$ cat config.mk
export PLATFORM = sky130hd
export DESIGN_NAME = sbcf_isqrt_pipe
export DESIGN_NICKNAME = d
export VERILOG_FILES = /design/src/sv/segment_box_clip_fractions_top_assert.svh /design/src/sv/sbcf_pkg.sv /design/src/sv/sbcf_isqrt_pipe.sv
export SDC_FILE = /design/constraint.sdc
export NUM_CORES = 1
export LEC_CHECK = 0
export BUFFER_PORTS_ARGS = -buffer_cell sky130_fd_sc_hd__buf_2
export CORE_ASPECT_RATIO = 0.8
export CORE_MARGIN = 8
export CORE_UTILIZATION = 68
export CTS_BUF_LIST = sky130_fd_sc_hd__clkbuf_16
export DETAILED_ROUTE_END_ITERATION = 10
export GPL_ROUTABILITY_DRIVEN = 0
export PLACE_DENSITY_LB_ADDON = 0.05
export SLEW_MARGIN = 20
export SYNTH_ARGS = -nofsm -noshare
export SYNTH_HDL_FRONTEND = slang
export SYNTH_SLANG_ARGS = --single-unit
$ cat constraint.sdc
create_clock -name clk_i -period 5.7 [get_ports clk_i]
set_clock_uncertainty 0.05 [all_clocks]
set_input_delay 1.14 -clock clk_i [delete_from_list [all_inputs] [get_ports clk_i]]
set_output_delay 1.14 -clock clk_i [all_outputs]
set_load 0.005 [all_outputs]
$ cat src/sv/segment_box_clip_fractions_top_assert.svh
// Assertion macros used by the top RTL file of the segment box clip block.
`ifndef SEGMENT_BOX_CLIP_FRACTIONS_TOP_ASSERT_SVH
`define SEGMENT_BOX_CLIP_FRACTIONS_TOP_ASSERT_SVH

// Checks a condition at every clock edge outside of reset.
`define SBCF_ASSERT(lbl, prop, msg) \
  lbl: assert property (@(posedge clk_i) disable iff (!rst_ni) (prop)) else $error(msg);

// Checks that a condition in the next cycle follows from a condition now.
`define SBCF_ASSERT_NEXT(lbl, ante, cons, msg) \
  lbl: assert property (@(posedge clk_i) disable iff (!rst_ni) (ante) |=> (cons)) \
    else $error(msg);

`endif

$ cat src/sv/sbcf_pkg.sv
package sbcf_pkg;

  typedef struct packed {
    logic en;
    logic valid;
  } pipe_ctl_t;

endpackage

$ cat src/sv/sbcf_isqrt_pipe.sv
module sbcf_isqrt_pipe #(
  parameter int unsigned RW = 16,
  parameter int unsigned SW = 1
) (
  input  logic                clk_i,
  input  logic                rst_ni,
  input  sbcf_pkg::pipe_ctl_t ctl_i,
  input  logic [2*RW-1:0]     rad_i,
  input  logic [SW-1:0]       side_i,
  output logic                valid_o,
  output logic [RW-1:0]       root_o,
  output logic [SW-1:0]       side_o
);

  localparam int unsigned RMW = RW + 3;

  logic            vld_q  [RW];
  logic [RMW-1:0]  rem_q  [RW];
  logic [RW-1:0]   root_q [RW];
  logic [2*RW-1:0] rad_q  [RW];
  logic [SW-1:0]   side_q [RW];

  for (genvar k = 0; k < RW; k++) begin : g_stage
    logic            vp;
    logic [RMW-1:0]  remp;
    logic [RW-1:0]   rootp;
    logic [2*RW-1:0] radp;
    logic [SW-1:0]   sp;
    logic [RMW-1:0]  r4;
    logic [RMW-1:0]  trial;
    logic            ge;

    if (k == 0) begin : g_first
      assign vp    = ctl_i.valid;
      assign remp  = '0;
      assign rootp = '0;
      assign radp  = rad_i;
      assign sp    = side_i;
    end else begin : g_next
      assign vp    = vld_q[k-1];
      assign remp  = rem_q[k-1];
      assign rootp = root_q[k-1];
      assign radp  = rad_q[k-1];
      assign sp    = side_q[k-1];
    end

    assign r4    = {remp[RMW-3:0], radp[2*RW-1 -: 2]};
    assign trial = RMW'({rootp, 2'b01});
    assign ge    = r4 >= trial;

    always_ff @(posedge clk_i or negedge rst_ni) begin
      if (!rst_ni) begin
        vld_q[k] <= 1'b0;
      end else if (ctl_i.en) begin
        vld_q[k] <= vp;
      end
    end

    always_ff @(posedge clk_i) begin
      if (ctl_i.en) begin
        rem_q[k]  <= ge ? (r4 - trial) : r4;
        root_q[k] <= RW'({rootp, ge});
        rad_q[k]  <= radp << 2;
        side_q[k] <= sp;
      end
    end
  end

  assign valid_o = vld_q[RW-1];
  assign root_o  = root_q[RW-1];
  assign side_o  = side_q[RW-1];

endmodule

==> metrics.yaml <==
status:
  status: "finished, final reports clean"
place:
  dp_hpwl_um: 36000
  post-place-cells: 2764
  io_buffers: 54
  dpl_cell_area_um2: 30500
setup_path:
  crit_type: "reg -> reg"
  cp_max_fo: 17
  critPathLaunch: "rem_q[1][106]$_DFFE_PP_"
  r2r-start: "rem_q[1][106]$_DFFE_PP_"
  crit_arrival_ns: 3.98
  cp_data_required_time_ns: 6.02
  setup.worst_path.start_class: "flop"
  worst_setup_path_end_kind: "flop"
clock_network:
  clkTransAtPathRegs_ns: 0.06
  cts_sinks: 645
  cts_hold_buffers: 0
  htree_levels: 2
  tritoncts: "done"
  clockBufferDepth: 3
  cts_root_buf: "clkbuf_16"
  post_cts_buffers: 0
  cts_resized: 0
  cts_made_buffers: 58
  clk_latency_ns: 0.63
route:
  antenna_left: 0
  drt_iter0_drc: 1510
  dr.pass1.iters: 6
  drc: 0
  wl_um: 52700
  vias: 17258
  post_drt_wl_per_cell_um: 18.3
  viasPerCell: 6.01
sta:
  slew_viol_final: 0
  hold_viol_final: 0
  slew_headroom: 0.305
  rsz0062_at_grt: "false"
  holdWs_ns: 0.348
  tightest_slew_ns: 1.03
  setup_violations: 0
  fmax_mhz: 273
  period_share: 0.642
  setup-tns-final_ns: 0
  fin_crit_ns: 3.66
yosys:
  ys_types: 77
  synth_area_leader_cell: "edfxtp_1"
  synth-async-reset-ratio: 0.0248
  syn_inst: 2170
  synth_edf_count: 629
  avgSynthCellArea_um2: 13.6
  ys.flop_type: "edfxtp_1"
  ys_top_cells_by_count: "629 x edfxtp_1, 181 x inv_1, 152 x ha_1"
  synth.cell_area_um2: 29500
  ys_seq_area_frac: 0.653
  synth_top_area_frac: 0.640
  synth_seq_cells: 645
  yosysWarningCount: 0
  synth.most_common_cell: "edfxtp_1"
  synth_area_leaders: "edfxtp_1 64%, ha_1 6.4%, xnor2_1 2.7%, inv_1 2.3%, mux2_2 2.2%"
  synth_nets: 2359
global_route:
  antenna_found_initial: 1
  grt.overflow.total: 0
  grtUsageTotal: 0.208
  grt_pass1_vias: 16694
  grt_max_degree: 131
  grt_pass1_wl_um: 85800
layout:
  drive_gt1_frac: 0.104
  antennaDiodeCount: 0
  nNetsFinal: 2453
  stdcell_count: 2870
  fin_area_um2: 32500
  area_growth_pct: 9.95
die:
  die_w_um: 249
  die_area_um2: 50400
  coreArea_um2: 43000
  die_h_um: 202
  io_pins: 55
  start_util: 0.687
  num_rows: 68
power_and_ir_drop:
  finalPower_mw: 12.0
  peakVddDrop_mv: 0.335
  power_density_nw_per_um2: 368
  leakagePower_nw: 12.5
flow_run:
  drv_cap: 0
min_path:
  min_path_type: "in -> async"
[worst max-delay path, cell delays in order (launching register included)]
cell	delay (ns)
edfxtp_1	0.39
ha_1	0.41
nand2_1	0.12
nor2_1	0.34
nand4_1	0.24
o31ai_1	0.60
a311o_1	0.82
mux2_2	0.42
[report_power, final]
group / switching (mW) / internal, mW / leakage (nW)
Clock: 1.70 / 2.27 / 0.977
Sequential: 0.300 / 5.86 / 6.22
Combinational: 1.02 / 0.817 / 5.35
Total: 3.01 / 8.95 / 12.5
[worst paths after layout]
check,slack (ns),to,depth (start not counted)
worst max-delay path,2.04,rem_q[1][123]$_DFFE_PP_,7
worst min-delay path,0.35,valid_o$_DFFE_PN0P_,1
min in group clk_i,0.36,side_q[6][1]$_DFFE_PP_,0
worst max register to register,2.04,rem_q[1][123]$_DFFE_PP_,7
max in group asynchronous,5.00,g_stage[7].vp$_DFFE_PN0P_,1
worst min register to register,0.36,side_q[6][1]$_DFFE_PP_,0
[per-stage QoR]
step,worst slack [ns],utilization
floorplan,2.97,-
global placement,2.26,0.710
detailed placement,2.20,0.710
CTS,2.17,0.756
global route,1.84,0.756
finish,2.04,0.756
[cell families after synthesis]
logic type | synth area share
multiplexers | 0.0269
AO/OA/AOI/OAI | 0.0910
flip-flops | 0.653
buffers and inverters | 0.0283
AND/OR/NAND/NOR | 0.0891
adder cells (fa/ha/maj) | 0.0644
other | 0.000127
XOR/XNOR | 0.0471
[metal layers]
| layer | GRT usage | vias to the layer above | part of all wire |
|---|---|---|---|
| met5 | 0 | - | 0 |
| met4 | 0.0548 | 0 | 0.019 |
| met3 | 0.0344 | 81 | 0.062 |
| met2 | 0.316 | 522 | 0.44 |
| met1 | 0.310 | 8358 | 0.47 |
| li1 | - | 8297 | - |
[state kept, by name (all words and copies together), names as in the netlist]
signal	cells
rem_q	237
side_q	16
valid_o	1
g_stage.vp	15
rad_q	240
root_q	136
[final cells by class]
cell class,count,area (µm²)
multi-input combinational,1310,9410
sequential,645,19300
tap,560,701
inverter,184,691
fill,2639,10500
timing repair buffer,65,413
clock inverter,48,512
clock buffer,58,1450
[placed cells by master (no fill, tap or decap), types with 21 or more instances in the layout]
cell type,n
nor2_1,130
ha_1,152
a21oi_1,106
xnor2_1,90
mux2_2,58
nor2b_1,23
nor3_1,58
o31ai_1,22
o21ai_0,101
a211oi_1,21
nand4_1,22
nor4_1,21
nand3_1,32
clkbuf_16,58
o21a_1,38
nand2b_1,23
edfxtp_1,629
buf_2,53
inv_1,187
xor2_1,67
or3_1,32
nand2_1,93
a21o_1,36
Power figures use the tool's default switching activity.
