--- src/sv/segment_box_clip_fractions_top_assert.svh ---
// Assertion macros used by the top RTL file of the segment box clip block.
`ifndef SEGMENT_BOX_CLIP_FRACTIONS_TOP_ASSERT_SVH
`define SEGMENT_BOX_CLIP_FRACTIONS_TOP_ASSERT_SVH

// Checks a condition at every clock edge outside of reset.
`define SBCF_ASSERT(lbl, prop, msg) \
  lbl: assert property (@(posedge clk_i) disable iff (!rst_ni) (prop)) else $error(msg);

// Checks that a condition in the next cycle follows from a condition now.
`define SBCF_ASSERT_NEXT(lbl, ante, cons, msg) \
  lbl: assert property (@(posedge clk_i) disable iff (!rst_ni) (ante) |=> (cons)) \
    else $error(msg);

`endif

--- src/sv/sbcf_pkg.sv ---
package sbcf_pkg;

  typedef struct packed {
    logic en;
    logic valid;
  } pipe_ctl_t;

endpackage

--- src/sv/sbcf_udiv_pipe.sv ---
module sbcf_udiv_pipe #(
  parameter int unsigned QW   = 16,
  parameter int unsigned DENW = 16,
  parameter int unsigned SW   = 1
) (
  input  logic                clk_i,
  input  logic                rst_ni,
  input  sbcf_pkg::pipe_ctl_t ctl_i,
  input  logic [DENW-1:0]     rem_i,
  input  logic [QW-1:0]       low_i,
  input  logic [DENW-1:0]     den_i,
  input  logic [SW-1:0]       side_i,
  output logic                valid_o,
  output logic [QW-1:0]       quo_o,
  output logic [DENW-1:0]     rem_o,
  output logic [DENW-1:0]     den_o,
  output logic [SW-1:0]       side_o
);

  logic            vld_q  [QW];
  logic [DENW-1:0] rem_q  [QW];
  logic [QW-1:0]   quo_q  [QW];
  logic [QW-1:0]   low_q  [QW];
  logic [DENW-1:0] den_q  [QW];
  logic [SW-1:0]   side_q [QW];

  for (genvar k = 0; k < QW; k++) begin : g_stage
    logic            vp;
    logic [DENW-1:0] rp;
    logic [DENW-1:0] dp;
    logic [QW-1:0]   qp;
    logic [QW-1:0]   lp;
    logic [SW-1:0]   sp;
    logic [DENW:0]   r2;
    logic            ge;

    if (k == 0) begin : g_first
      assign vp = ctl_i.valid;
      assign rp = rem_i;
      assign dp = den_i;
      assign qp = '0;
      assign lp = low_i;
      assign sp = side_i;
    end else begin : g_next
      assign vp = vld_q[k-1];
      assign rp = rem_q[k-1];
      assign dp = den_q[k-1];
      assign qp = quo_q[k-1];
      assign lp = low_q[k-1];
      assign sp = side_q[k-1];
    end

    assign r2 = {rp, lp[QW-1]};
    assign ge = r2 >= {1'b0, dp};

    always_ff @(posedge clk_i or negedge rst_ni) begin
      if (!rst_ni) begin
        vld_q[k] <= 1'b0;
      end else if (ctl_i.en) begin
        vld_q[k] <= vp;
      end
    end

    always_ff @(posedge clk_i) begin
      if (ctl_i.en) begin
        rem_q[k]  <= ge ? DENW'(r2 - {1'b0, dp}) : r2[DENW-1:0];
        quo_q[k]  <= QW'({qp, ge});
        low_q[k]  <= lp << 1;
        den_q[k]  <= dp;
        side_q[k] <= sp;
      end
    end
  end

  assign valid_o = vld_q[QW-1];
  assign quo_o   = quo_q[QW-1];
  assign rem_o   = rem_q[QW-1];
  assign den_o   = den_q[QW-1];
  assign side_o  = side_q[QW-1];

endmodule

--- config.mk ---
export PLATFORM = sky130hd
export DESIGN_NAME = sbcf_udiv_pipe
export DESIGN_NICKNAME = d
export VERILOG_FILES = /design/src/sv/segment_box_clip_fractions_top_assert.svh /design/src/sv/sbcf_pkg.sv /design/src/sv/sbcf_udiv_pipe.sv
export SDC_FILE = /design/constraint.sdc
export NUM_CORES = 1
export LEC_CHECK = 0
export ABC_AREA = 1
export BUFFER_PORTS_ARGS = -buffer_cell sky130_fd_sc_hd__buf_2
export CAP_MARGIN = 20
export CORE_ASPECT_RATIO = 1.4
export CORE_MARGIN = 10
export CORE_UTILIZATION = 35
export DETAILED_ROUTE_END_ITERATION = 8
export GPL_TIMING_DRIVEN = 0
export SLEW_MARGIN = 20
export SYNTH_ARGS = -nofsm -noshare
export SYNTH_HDL_FRONTEND = slang
export SYNTH_SLANG_ARGS = --single-unit
--- constraint.sdc ---
create_clock -name clk_i -period 2.1 [get_ports clk_i]
set_input_delay 0.42 -clock clk_i [delete_from_list [all_inputs] [get_ports clk_i]]
set_output_delay 0.42 -clock clk_i [all_outputs]
set_load 0.02 [all_outputs]
==> impl_metrics.toml, run 1 <==
[finish]
multi_input_area_sq_um = 22800
layout_commonest_cell = "nand2_1"
fin_area_sq_um = 62400
area_growth_pct = 35.8
antenna_cells = 0
final_cell_mix = "nand2_1, inv_1, edfxtp_1, buf_4, nand2_2"
register_area_sq_um = 23900
fillers = 12064
nets = 6351
drive_gt1_frac = 0.321

[critical_path]
r2r_slack_ns = -0.07
end_kind = "flop"
r2r_cells = 9
startpoint_type = "flop"
cp.arrival_ns = 2.61
worst-path-max-fanout = 8
crit_required_ns = 2.54
critPathKind = "flop to flop"

[sta]
finalHoldViolCount = 0
fin_crit_sh = 1.03
drv_slew = 0
timing.fmax_ghz = 0.462
setup_tns_ns = -1.27
rsz0062_at_grt = "true"
skew_ns = 0.0396
setup_ws_ns = -0.0652
max_slew_margin = 0.624
finalSetupViolCount = 60
min_period_ns = 2.17
worst_pin_slew_ns = 0.564

[grt]
antenna_found_initial = 1
gr-usage-all-layers = 0.171
globalRoute.totalOverflow = 0
grt_max_degree = 101
grt_pass1_vias = 36294
grt_pass1_wl_microns = 197000

[routing]
wirelength_microns = 134000
avgRoutedWirePerCell_microns = 17.1
drtIter0Drc = 1742
drc = 0
dr.pass1.iters = 6
postRouteAntennaNets = 0
viasPerCell = 4.69
vias = 36768

[die]
die_w_microns = 326
fp.dieH_microns = 449
die_area_sq_um = 146000
core-area_sq_um = 131000
rows = 157
ios = 103
start_util = 0.352

[logic_synthesis]
ys_types = 44
yosysTopAreaCellShare = 0.512
syn_area_per_cell_sq_um = 8.69
synth_edf_count = 784
synth-main-ff-cell = "edfxtp_1"
syn_nets = 5612
async_flop_share = 0.0200
ys_top_cells_by_area = "edfxtp_1, nand2_1, inv_1"
postSynthCellCount = 5287
yosys.area.top_type = "edfxtp_1"
synth_seq_cells = 800
yosys_warnings = 0
netlist_area_sq_um = 45900
synth_seq_area_share = 0.521

[cts]
clk_pin_slew_ns = 0.06
cts_tree = "built"
cts-htree-levels = 3
cts_root_buf = "clkbuf_16"
numCtsBuffers = 87
clock-sinks = 800
insertion_delay_ns = 0.72
clockBufferDepth = 3

[placed_design]
gp_congestion = 0.890
dpl_cell_area_sq_um = 48900
pre_cts_ws_ns = -1.50
io_buffer_count = 102
place_hpwl_microns = 95100

[power]
p_leak_nw = 29.2
power_frac_seq = 0.291
clkPwrFrac = 0.179
p_int_mw = 51.6
switching_share = 0.410
p_per_area_nw_per_um2 = 1400
p_sw_mw = 35.8
comb_power_share = 0.530
ir_drop_v = 0.000713

[run_status]
violations = "negative setup slack"
outcome = "finished, violations left"

[worst_hold_path]
hp-class = "input port to flop"
min_path_cells = 3

[flow_run]
cap_violations = 0
critical path: stages (launching register included):
cell and delay [ns]:
edfxtp_1 0.43, ha_4 0.30, a21oi_4 0.20, o21a_1 0.16
o21ai_2 0.07, nor2_4 0.29, nand2_8 0.13, buf_12 0.18
nand2_4 0.06, nand2_4 0.06
power by group through the flow:
stage / Combinational [mW] / Sequential, mW / Clock (mW)
floorplan: 22.3 / 23.9 / 0
global placement: 30.7 / 25.3 / 0
detailed placement: 30.9 / 25.0 / 0
CTS: 37.7 / 25.3 / 16.2
global route: 50.7 / 25.7 / 16.8
finish: 46.3 / 25.4 / 15.6
stage by stage:
step,hold WS [ns],std cells,util,total power [mW]
final,0.0694,7844,0.477,87.4
after global routing,0.0667,7844,0.477,93.2
after CTS,0.00703,7587,0.440,79.2
after global placement,0.345,7138,0.372,56.0
after floorplan,0.124,5287,-,46.2
after detailed placement,0.352,7146,0.374,55.9
registers in the layout (all words and copies together), names as in the netlist:
register / flops
den_q: 256
side_q: 16
quo_q: 136
g_stage.vp: 15
rem_q: 256
valid_o: 1
low_q: 120
area by class of cell:
cell class / instances / share of cell area
inverter: 1020 / 0.0620
buffer: 68 / 0.0129
sequential: 800 / 0.384
clock inverter: 56 / 0.00977
multi-input combinational: 3390 / 0.366
tap: 1749 / 0.0351
clock buffer: 102 / 0.0362
timing repair buffer: 659 / 0.0939
layer usage:
metal  part of all wire  global-route usage
met5                  0                   0
met4              0.061               0.103
met3              0.030              0.0202
met2               0.57               0.341
met1               0.34               0.161
timing repair:
| item | CTS | global route |
|---|---|---|
| gates resized for setup | 598 | 784 |
| cloned | 11 | 20 |
| setup endpoints to repair | 411 | 307 |
| hold endpoints to repair | 54 | 0 |
| pin swaps | 124 | 300 |
| hold buffers | 39 | 0 |
| buffers inserted | 240 | 239 |
logic make-up (layout without fill, tap and decap cells):
logic type      count (synthesis)  count (layout)  share of synthesized area
xor+xnor                       99              99                     0.0189
fa+ha+maj                     272             272                     0.0767
simple gates                 2825            2825                      0.264
compound gates                194             194                     0.0227
buf+inv                      1097            1905                     0.0970
flops                         800             800                      0.521
cells in the mapped netlist, types with 17 or more instances:
cell type	number
nand2_1	1963
inv_1	1008
edfxtp_1	784
nand3_1	398
ha_1	256
nor2_1	191
a21oi_1	150
xor2_1	76
nand4_1	65
nor3_1	41
nand3b_1	33
nand2_2	27
buf_4	26
xnor2_1	23
nand3_2	21
buf_6	20
buf_2	19
nor2_4	17
final timing paths:
path,from,to
worst max-delay path,rem_q[1][13],rem_q[1][27]
worst min-delay path,rem_i[2],rem_q[0][3]
worst max register to register,rem_q[1][13],rem_q[1][27]
worst min register to register,low_q[1][43],low_q[1][59]
max in group asynchronous,rst_ni,g_stage[9].vp
min in group asynchronous,rst_ni,g_stage[5].vp
(Power assumes the default switching activity.)
==> run 2, diff against run 1 <==
BUFFER_PORTS_ARGS = -buffer_cell sky130_fd_sc_hd__buf_4   (was -buffer_cell sky130_fd_sc_hd__buf_2)
PLACE_DENSITY = 0.47   (was default)
==> run 2 against run 1 <==
The flow still finishes with violations (negative setup slack). Count of clock-buffer cells in the layout increased by 4. Non-clock buffer count is 52 lower. First-iteration DRC count grew 2.9%. Critical endpoint is now rem_q[0][110]. Largest cell class unchanged. Largest power group unchanged. Highest routed layer unchanged.
==> impl_metrics.toml, run 2 (synthesized netlist as in run 1, its figures left out) <==
[power]
p_total_mw = 88.9
p_leak_nw = 29.0
ir_drop_v = 0.000723
p_per_area_nw_per_um2 = 1420

[grt]
gr-usage-all-layers = 0.176
antenna_found_initial = 2
globalRoute.totalOverflow = 0
grt_pass1_wl_microns = 201000
grt_pass1_vias = 36108
grt_max_degree = 103

[finish]
top_regs = "den_q x256, rem_q x256, quo_q x136"
area_growth_pct = 36.1
antenna_cells = 0
drive_gt1_frac = 0.329
final_cell_mix = "nand2_1, inv_1, edfxtp_1, buf_4, nand2_2"
fillers = 12371
nets = 6302
fin_area_sq_um = 62500
layout_commonest_cell = "nand2_1"

[sta]
finalHoldViolCount = 0
rsz0062_at_grt = "true"
worst_pin_slew_ns = 0.570
fin_crit_sh = 1.04
min_period_ns = 2.17
max_slew_margin = 0.620
hold_ws_ns = 0.0570
setup_ws_ns = -0.0749
finalSetupViolCount = 39
drv_slew = 0
skew_ns = 0.0392
timing.fmax_ghz = 0.460

[die]
core-area_sq_um = 131000
fp.dieH_microns = 449
die_w_microns = 326
rows = 157
die_area_sq_um = 146000
start_util = 0.352
ios = 103

[placed_design]
dpl_cell_area_sq_um = 49100
place_hpwl_microns = 99800
gp_congestion = 0.874
io_buffer_count = 102

[routing]
drc = 0
viasPerCell = 4.65
avgRoutedWirePerCell_microns = 17.5
met1_length_microns = 46700
vias = 36303
postRouteAntennaNets = 0
dr.pass1.iters = 5
wl_met3_microns = 3640
wirelength_microns = 137000
drtIter0Drc = 1792
top_layer = "met4"
wl_met2_microns = 78700

[cts]
cts_tree = "built"
clk_pin_slew_ns = 0.06
insertion_delay_ns = 0.71
clockBufferDepth = 3
cts_root_buf = "clkbuf_16"
cts-htree-levels = 3
numCtsBuffers = 89
clock-sinks = 800

[critical_path]
r2r_start = "rem_q[0][83]"
cp-endpoint = "rem_q[0][110]"
r2r-end = "rem_q[0][110]"
end_kind = "flop"
cpLargestDelayFamily = "simple AND/OR/NAND/NOR gates"
cp_num_buf_inv = 3
critPathKind = "flop to flop"
worst-path-max-fanout = 6
cp_slowest_stage_delay_ns = 0.50
startpoint_type = "flop"
cp.arrival_ns = 2.62
crit_chain = "ha_4 -> nand2_2 -> inv_2 -> nand2_2 -> nor2_2 -> nand2_1 -> nor2_2 -> nor2_2 -> nand2_2 -> inv_4 -> clkbuf_16 -> nand2_1 -> nand2_1"
r2r_cells = 13
critical_path_depth = 13
crit_required_ns = 2.55
cp_slowest_cell = "edfxtp_1"
crit_start = "rem_q[0][83]"
r2r_slack_ns = -0.07

[flow_run]
cap_violations = 0

[worst_hold_path]
hp-class = "input port to flop"
min_path_cells = 3

[run_status]
violations = "negative setup slack"
outcome = "finished, violations left"
[run 2: cell types whose count changed in the layout (fill, tap and decap cells not counted), moves of 11 or more]
cell | previous run | this run
inv_2 | 191 | 202
buf_2 | 100 | 0
nand2_1 | 1527 | 1473
nand3_1 | 333 | 320
nand3_2 | 74 | 85
buf_4 | 451 | 513
nand2_2 | 348 | 389
nand2_4 | 120 | 131
[run 2: cell type report]
class,instances,area (sq um),share of cell area
Tap cell,1749,2190,0.0350
Multi-Input combinational cell,3391,23200,0.371
Inverter,1020,3850,0.0616
Buffer,67,801,0.0128
Clock inverter,58,723,0.0116
Sequential cell,800,23900,0.383
Timing Repair Buffer,608,5460,0.0872
Clock buffer,106,2350,0.0377
[run 2: routing by layer]
layer | vias up | global-route usage
met5 | - | 0
met4 | 0 | 0.0915
met3 | 328 | 0.0193
met2 | 640 | 0.359
met1 | 17090 | 0.167
li1 | 18245 | -
[run 2: what timing repair did]
item / CTS / global route
setup buffers: 212 / 224
cloned: 4 / 18
pin swaps: 100 / 324
endpoints found under the setup margin: 250 / 257
endpoints found under the hold margin: 56 / 0
resized for setup: 563 / 923
hold buffers: 41 / 0
[run 2: per-stage QoR]
step | TNS [ns] | std cells | utilization | worst slack (ns)
5_1_grt | -9.72 | 7799 | 0.479 | -0.140
4_1_cts | -0.289 | 7559 | 0.439 | -0.0497
2_1_floorplan | 0 | 5287 | - | 0.178
3_3_place_gp | -5099.75 | 7138 | 0.374 | -6.46
3_5_place_dp | -153.66 | 7146 | 0.376 | -0.656
6_report | -0.790 | 7799 | 0.479 | -0.0749
[run 2: worst register-to-register path: stages (launching register included)]
cell and delay (ns):
edfxtp_1 0.50, ha_4 0.36, nand2_2 0.07, inv_2 0.08
nand2_2 0.07, nor2_2 0.13, nand2_1 0.07, nor2_2 0.13
nor2_2 0.05, nand2_2 0.09, inv_4 0.07, clkbuf_16 0.16
nand2_1 0.06, nand2_1 0.06
[run 2: worst min path at each step]
stage	start	endpoint	slack, ns
after CTS	rem_i[5]	rem_q[0][6]	0.002
final	rem_i[5]	rem_q[0][6]	0.06
after global routing	rem_i[5]	rem_q[0][6]	0.05
after detailed placement	rst_ni	valid_o	0.29
after global placement	rst_ni	valid_o	0.28
after floorplan	rst_ni	g_stage[10].vp	0.12
[run 2: power breakdown]
group / internal, mW / leakage [nW] / switching (mW)
registers: 22.4 / 7.88 / 3.05
logic: 20.4 / 19.7 / 26.5
clock network: 9.89 / 1.50 / 6.66
